--- src/hdl/nnt_pkg.sv ---
// Shared types, codes and field widths of the nearest-neighbour tour builder.
package nnt_pkg;

  // Fixed widths of the item fields and the configuration port
  localparam int CITY_W     = 6;
  localparam int POS_W      = 6;
  localparam int DIST_IN_W  = 24;
  localparam int CFG_IDX_W  = 1;
  localparam int CFG_DATA_W = 7;
  localparam int COUNT_W    = 7;

  // Item function codes
  localparam logic FUNC_WRITE = 1'b0;
  localparam logic FUNC_RUN   = 1'b1;

  // Configuration register indexes
  localparam logic [CFG_IDX_W-1:0] CFG_CITY_COUNT = 1'b0;
  localparam logic [CFG_IDX_W-1:0] CFG_FIRST_CITY = 1'b1;

  // Reset values of the configuration registers
  localparam logic [COUNT_W-1:0] CITY_COUNT_RST = 7'd64;
  localparam logic [CITY_W-1:0]  FIRST_CITY_RST = 6'd0;

  // Sequencer states
  typedef enum logic [2:0] {
    ST_IDLE,
    ST_SCAN,
    ST_WAIT,
    ST_DECIDE,
    ST_EMIT
  } state_e;

  // What the sequencer does once the staged result item has left
  typedef enum logic [1:0] {
    AFT_IDLE,
    AFT_SCAN,
    AFT_TAIL
  } after_e;

  // Control from the sequencer to the shared compare unit
  typedef struct packed {
    logic clear;
    logic cand_valid;
    logic cand_free;
  } scan_ctrl_t;

endpackage

--- src/hdl/nnt_scan.sv ---
// Shared compare unit: keeps the smallest reachable distance seen in a row scan.
module nnt_scan #(
  parameter int DIST_BITS = 24,
  parameter int IDX_W     = 6
) (
  input  logic                 clk_i,
  input  logic                 rst_ni,
  input  nnt_pkg::scan_ctrl_t  ctrl_i,
  input  logic [DIST_BITS-1:0] cand_dist_i,
  input  logic [IDX_W-1:0]     cand_idx_i,
  output logic                 found_o,
  output logic [IDX_W-1:0]     best_idx_o
);

  localparam logic [DIST_BITS-1:0] NO_EDGE = '1;

  logic                 found_q;
  logic [DIST_BITS-1:0] best_q;
  logic [IDX_W-1:0]     idx_q;
  logic                 take;

  // Take a candidate only if strictly closer; earlier index wins ties
  assign take = ctrl_i.cand_valid && ctrl_i.cand_free && (cand_dist_i != NO_EDGE) &&
                (!found_q || (cand_dist_i < best_q));

  // Track whether any candidate was taken
  always_ff @(posedge clk_i or negedge rst_ni) begin
    if (!rst_ni) begin
      found_q <= 1'b0;
    end else if (ctrl_i.clear) begin
      found_q <= 1'b0;
    end else if (take) begin
      found_q <= 1'b1;
    end
  end

  // Hold the best distance and its city
  always_ff @(posedge clk_i) begin
    if (take && !ctrl_i.clear) begin
      best_q <= cand_dist_i;
      idx_q  <= cand_idx_i;
    end
  end

  assign found_o    = found_q;
  assign best_idx_o = idx_q;

endmodule
--- config.mk ---
export PLATFORM = sky130hd
export DESIGN_NAME = nnt_scan
export DESIGN_NICKNAME = d
export VERILOG_FILES = /design/src/hdl/nnt_pkg.sv /design/src/hdl/nnt_scan.sv
export SDC_FILE = /design/constraint.sdc
export NUM_CORES = 1
export LEC_CHECK = 0
export ABC_CLOCK_PERIOD_IN_PS = 3500
export BUFFER_PORTS_ARGS = -buffer_cell sky130_fd_sc_hd__buf_2
export CAP_MARGIN = 20
export CORE_MARGIN = 8
export CORE_UTILIZATION = 40
export DETAILED_ROUTE_END_ITERATION = 16
export PLACE_DENSITY = 0.72
export SLEW_MARGIN = 20
export SYNTH_ARGS = -nofsm -noshare
export SYNTH_HDL_FRONTEND = slang
export SYNTH_SLANG_ARGS = --single-unit
--- constraint.sdc ---
create_clock -name clk_i -period 3.5 [get_ports clk_i]
set_clock_uncertainty 0.1 [all_clocks]
set_input_delay 0.35 -clock clk_i [delete_from_list [all_inputs] [get_ports clk_i]]
set_output_delay 0.35 -clock clk_i [all_outputs]
set_load 0.005 [all_outputs]
==> impl_metrics.py, run 1 <==
metrics = {
    "setup_path": {
        "ff2ff_setup_slack_ps": 1220,
        "reg2reg_from": "best_q[13]$_DFFE_PP_",
        "worstSetupPathType": "flop to flop",
        "reg2reg_depth": 8,
        "cp_max_fo": 18,
        "cp.required_ps": 3370,
        "crit_path_start_kind": "flop",
        "endpoint": "best_idx_o[2]$_DFFE_PP_",
        "rr_endpoint": "best_idx_o[2]$_DFFE_PP_",
        "arrival_ps": 2140,
        "endpoint_kind": "flop",
        "setup.worst_path.start": "best_q[13]$_DFFE_PP_",
    },
    "layout": {
        "fin_cells": 225,
        "layout-area-overhead-vs-synth_pct": 24.9,
        "nets": 232,
        "postLayoutCellArea_um2": 1990,
        "diodes": 0,
        "drive_above_1_share": 0.309,
    },
    "sta": {
        "final.min_clock_period_ps": 2280,
        "hold_violations": 0,
        "slew_headroom": 0.795,
        "tns_ps": 0,
        "min_period_over_period": 0.651,
        "clock.fmax_mhz": 439,
        "rsz0062_at_grt": "no",
        "finalSetupViolCount": 0,
        "drv_slew": 0,
        "tightest_slew_ps": 305,
    },
    "synth": {
        "ys_seq_area_frac": 0.582,
        "ys.warnings.count": 0,
        "synthFlopType": "edfxtp_1",
        "synthArstFlopShare": 0.0323,
        "synth_commonest_cells": "edfxtp_1, inv_1, ha_1",
        "syn_nets": 181,
        "syn_inst": 123,
        "synth_edf_count": 30,
        "syn_area_per_cell_um2": 12.9,
        "yosysTopAreaCellShare": 0.566,
        "synth_area_um2": 1590,
        "ys_seq_elements": 31,
        "synth_area_leader_cell": "edfxtp_1",
        "ys_types": 23,
        "synth_most_common_cell": "edfxtp_1",
        "synthTopCellsByArea": "edfxtp_1, ha_1, inv_1",
    },
    "global_routing": {
        "track_usage": 0.117,
        "antenna_found_initial": 0,
        "grt_start_max_net_pins": 19,
        "grt_pass1_wl_um": 5620,
        "grt.overflow.total": 0,
        "grt_pass1_vias": 1209,
    },
    "floorplanning": {
        "pin_count": 42,
        "die_width_um": 79.1,
        "die_area_um2": 6250,
        "die_h_um": 79.1,
        "rows": 23,
        "start_util": 0.407,
        "core_area_um2": 3910,
    },
    "clock_tree": {
        "cts.clk_slew.worst_paths_ps": 60,
        "cts-buffers-inserted": 5,
        "htreeDepth": 2,
        "cts-resized-gates": 0,
        "clkLatencyLatePin_ps": 290,
        "ctsLongestPathBuffers": 2,
        "cts.sinks": 31,
        "cts-root-buf": "clkbuf_8",
        "tritoncts": "done",
    },
    "drt": {
        "dr_total_vias": 1150,
        "via_per_inst": 5.11,
        "drtIter0Drc": 53,
        "drt-total-wl_um": 3410,
        "drcViolationCount": 0,
        "wire_per_inst_um": 15.2,
        "firstDrtPassIters": 4,
        "ant_nets": 0,
    },
    "min_path": {
        "hold_path.class": "primary input to flop",
    },
    "placement": {
        "placed_area_um2": 1880,
        "dp_hpwl_um": 2690,
        "port-buffer-count": 41,
        "dp.cells": 216,
        "place_congestion": 0.806,
    },
    "pwr": {
        "leakagePower_uw": 0.000930,
        "vdd_drop_max_mv": 0.265,
        "power_uw": 815,
        "p_per_area_nw_per_um2": 410,
    },
    "job": {
        "maxCapViolCount": 0,
    },
    "status": {
        "status": "finished clean",
    },
}
[routing by layer]
metal,share of wire,global-route usage
met1,0.42,0.131
met2,0.52,0.192
met3,0.032,0.0293
met4,0.027,0.0778
met5,0,0
[worst min path at each step]
stage	to	from	cells after the start	slack, ps
2_1_floorplan	found_o$_DFFE_PN0P_	rst_ni	0	-50
3_3_place_gp	found_o$_DFFE_PN0P_	rst_ni	1	30
3_5_place_dp	found_o$_DFFE_PN0P_	rst_ni	1	30
4_1_cts	best_idx_o[4]$_DFFE_PP_	cand_idx_i[4]	1	130
5_1_grt	best_idx_o[4]$_DFFE_PP_	cand_idx_i[4]	1	130
6_report	best_idx_o[5]$_DFFE_PP_	cand_idx_i[5]	1	140
[critical path, stage by stage, from the launching register on]
cell and delay [ps]:
edfxtp_1 390, inv_1 90, ha_1 240, a21oi_1 140, o21ai_0 110, a221oi_1 340
o21ai_1 120, a21oi_2 160, buf_4 270
[layout by cell type, fill, tap and decap left out, types with 2 or more instances in the layout]
cell type and n:
a21o_1 3, edfxtp_1 30, buf_4 2, nand4_1 9, ha_1 23, o21ai_1 3
o21ai_0 2, inv_1 24, nand3_1 3, nand2_1 5, buf_2 41, clkbuf_8 7
a21oi_1 6, a211oi_1 2
[logic make-up (layout without fill, tap and decap cells)]
group                    count (synthesis)  in the layout  synth area share
buffers and inverters                   24             76            0.0566
adder cells (fa/ha/maj)                 23             23             0.181
AO/OA/AOI/OAI                           21             21            0.0857
flip-flops                              31             31             0.582
AND/OR/NAND/NOR                         24             24            0.0951
[stage by stage]
step	util	hold WS (ps)	worst slack [ps]
after floorplan	-	-45.6	174
after global placement	0.480	27.7	1200
after detailed placement	0.480	26.5	1180
after CTS	0.508	133	1220
after global routing	0.508	135	1080
final	0.508	143	1220
[registers in the layout (all words and copies together) (netlist names)]
register	cells
best_idx_o	6
best_q	24
found_o	1
[what timing repair did]
action / CTS / global route
buffers inserted: 0 / 0
hold buffers: 1 / 0
endpoints found under the hold margin: 1 / 0
[report_power, final]
| part | switching, uW | internal, uW | total, uW |
|---|---|---|---|
| combinational | 47.5 | 40.1 | 87.6 |
| sequential | 3.57 | 421 | 424 |
| clock | 124 | 179 | 303 |
| total | 175 | 640 | 815 |
[final cells by class]
class | instances | area (um^2)
Inverter | 24 | 90.1
Timing Repair Buffer | 44 | 230
Tap cell | 50 | 62.6
Multi-Input combinational cell | 68 | 579
Clock buffer | 8 | 100
Fill cell | 377 | 1930
Sequential cell | 31 | 926
Power figures use the tool's default switching activity.
==> run 2: changes to the inputs <==
--- a/config.mk
+++ b/config.mk
@@ -5,13 +5,14 @@
 export SDC_FILE = /design/constraint.sdc
 export NUM_CORES = 1
 export LEC_CHECK = 0
-export ABC_CLOCK_PERIOD_IN_PS = 3500
+export ABC_AREA = 1
+export ABC_CLOCK_PERIOD_IN_PS = 2300
 export BUFFER_PORTS_ARGS = -buffer_cell sky130_fd_sc_hd__buf_2
 export CAP_MARGIN = 20
 export CORE_MARGIN = 8
 export CORE_UTILIZATION = 40
 export DETAILED_ROUTE_END_ITERATION = 16
-export PLACE_DENSITY = 0.72
+export PLACE_DENSITY = 0.69
 export SLEW_MARGIN = 20
 export SYNTH_ARGS = -nofsm -noshare
 export SYNTH_HDL_FRONTEND = slang
==> constraint.sdc (replaced) <==
create_clock -name clk_i -period 2.3 [get_ports clk_i]
set_clock_uncertainty 0.1 [all_clocks]
set_input_delay 0.23 -clock clk_i [delete_from_list [all_inputs] [get_ports clk_i]]
set_output_delay 0.23 -clock clk_i [all_outputs]
set_load 0.005 [all_outputs]
==> impl_metrics.py, run 2 <==
metrics = {
    "clock_tree": {
        "ctsLongestPathBuffers": 2,
        "tritoncts": "done",
        "clkLatencyLatePin_ps": 270,
        "cts-buffers-inserted": 5,
        "cts-root-buf": "clkbuf_8",
        "post_cts_buffers": 0,
        "htreeDepth": 2,
        "cts.sinks": 31,
        "cts.clk_slew.worst_paths_ps": 60,
    },
    "layout": {
        "drive_above_1_share": 0.285,
        "layout-area-overhead-vs-synth_pct": 23.8,
        "mostFrequentLayoutCells": "buf_2, nand2_1, edfxtp_1, inv_1, ha_1",
        "nFillCells": 381,
        "final_core_utilization": 0.513,
        "final_common_cell": "buf_2",
        "nets": 264,
        "fin_cells": 257,
        "diodes": 0,
        "largest_reg_flops": 24,
        "max_flop_register": "best_q",
    },
    "job": {
        "maxCapViolCount": 0,
    },
    "sta": {
        "finalSetupViolCount": 0,
        "tightest_slew_ps": 210,
        "clock.fmax_mhz": 507,
        "hold_violations": 0,
        "slew_headroom": 0.859,
        "rsz0062_at_grt": "no",
        "final.min_clock_period_ps": 1970,
        "tns_ps": 0,
        "min_period_over_period": 0.857,
        "drv_slew": 0,
    },
    "drt": {
        "drtIter0Drc": 40,
        "via_per_inst": 4.53,
        "drcViolationCount": 0,
        "wl_met1_um": 1350,
        "drt-total-wl_um": 2990,
        "met2_length_um": 1390,
        "wire_per_inst_um": 11.6,
        "top_layer_used": "met4",
        "ant_nets": 0,
        "firstDrtPassIters": 4,
        "dr_total_vias": 1164,
        "met3WireLength_um": 202,
    },
    "setup_path": {
        "reg2reg_from": "best_q[5]$_DFFE_PP_",
        "cp_max_fo": 22,
        "setup.worst_path.start": "best_q[5]$_DFFE_PP_",
        "arrival_ps": 1850,
        "endpoint_kind": "flop",
        "crit_path_start_kind": "flop",
        "cp.required_ps": 2180,
        "reg2reg_depth": 10,
        "worstSetupPathType": "flop to flop",
        "endpoint": "best_q[12]$_DFFE_PP_",
        "rr_endpoint": "best_q[12]$_DFFE_PP_",
        "ff2ff_setup_slack_ps": 330,
    },
    "min_path": {
        "worstHoldStart": "cand_idx_i[1]",
        "hold_path.class": "primary input to flop",
    },
    "status": {
        "status": "finished clean",
    },
    "synth": {
        "synth_most_common_cell": "nand2_1",
        "synth_edf_count": 30,
        "ys_seq_elements": 31,
        "synth_area_leader_cell": "edfxtp_1",
        "synth_commonest_cells": "nand2_1, edfxtp_1, inv_1",
        "syn_nets": 213,
        "synthTopCellsByArea": "edfxtp_1, ha_1, nand2_1",
        "ys_types": 18,
        "synthFlopType": "edfxtp_1",
        "ys_seq_area_frac": 0.558,
        "synthArstFlopShare": 0.0323,
        "syn_area_per_cell_um2": 10.7,
        "synth_area_um2": 1660,
        "yosysTopAreaCellShare": 0.543,
        "syn_inst": 155,
        "ys.warnings.count": 0,
    },
    "placement": {
        "port-buffer-count": 41,
        "place_congestion": 0.780,
        "dp.cells": 248,
        "dp_hpwl_um": 2460,
    },
    "floorplanning": {
        "die_width_um": 80.4,
        "start_util": 0.414,
        "rows": 23,
        "pin_count": 42,
        "die_h_um": 80.4,
        "core_area_um2": 4000,
        "die_area_um2": 6460,
    },
    "global_routing": {
        "antenna_found_initial": 0,
        "track_usage": 0.0992,
        "grt_start_max_net_pins": 23,
        "grt.overflow.total": 0,
        "grt_pass1_wl_um": 5020,
        "grt_pass1_vias": 1200,
    },
    "pwr": {
        "p_int_uw": 915,
        "p_per_area_nw_per_um2": 575,
        "combPwrFrac": 0.117,
        "switchingPower_uw": 266,
        "vdd_drop_max_mv": 0.410,
        "clkPwrFrac": 0.336,
        "seq_power_share": 0.547,
        "swShare": 0.225,
        "leakagePower_uw": 0.000996,
    },
}
run 2: changes by cell type after synthesis, moves of 3 or more:
cell and change:
inv_1 +5, nor2_1 +7, nand2_2 +3, nand2_1 +28, inv_2 +3
run 2: metrics by stage:
step,area (um^2),hold WS (ps),worst slack (ps),total power (uW)
finish,2050,31.2,328,1180
detailed placement,1960,-93.4,314,797
floorplan,1670,-166,117,730
global placement,1960,-93.0,337,794
CTS,2050,18.4,306,1200
global route,2050,16.7,197,1240
run 2: power groups by stage:
stage	sequential [uW]	combinational, uW	clock [uW]
floorplan	657	72.9	0
global placement	657	137	0
detailed placement	658	139	0
CTS	646	142	410
global route	647	161	434
finish	645	138	397
run 2: cells by family (layout without fill, tap and decap cells):
family	count (synthesis)	in the layout	share of synthesized area
DFF	31	31	0.558
AOI/OAI and AO/OA	11	11	0.0392
buffers and inverters	32	84	0.0724
adders and majority gates	23	23	0.174
and+or+nand+nor	58	58	0.156
run 2: final cells by class:
| type | instances | area (um^2) | share of cell area |
|---|---|---|---|
| well taps | 50 | 62.6 | 0.0305 |
| clock inverters | 1 | 5.00 | 0.00244 |
| repair buffers | 44 | 243 | 0.118 |
| multi-input cells | 92 | 619 | 0.302 |
| inverters | 32 | 120 | 0.0585 |
| clock buffers | 7 | 76.3 | 0.0372 |
| flip-flops and latches | 31 | 926 | 0.451 |
run 2: timing repair:
item	CTS	global route
hold buffers	1	0
endpoints found under the hold margin	1	0
resized for setup	0	0
setup endpoints to repair	0	0
run 2: worst min path at each step:
stage | cells past startpoint | to | slack (ps)
floorplan | 0 | found_o$_DFFE_PN0P_ | -170
global placement | 1 | found_o$_DFFE_PN0P_ | -90
detailed placement | 1 | found_o$_DFFE_PN0P_ | -90
CTS | 1 | best_idx_o[1]$_DFFE_PP_ | 20
global route | 1 | best_idx_o[1]$_DFFE_PP_ | 20
finish | 1 | best_idx_o[1]$_DFFE_PP_ | 30
run 2: per-layer routing:
layer / GRT usage / vias to the layer above
met4: 0.0491 / 0
met1: 0.116 / 501
li1: - / 622
met2: 0.161 / 36
met3: 0.0290 / 5
met5: 0 / -
run 2: worst max-delay path, cell delays in order, from the launching register on:
cell	delay [ps]
edfxtp_1	370
inv_1	70
ha_1	230
a21oi_1	140
nor2_1	50
nor3_1	130
nand2_1	90
nand2_1	60
nand2_1	70
a21oi_4	160
buf_12	190
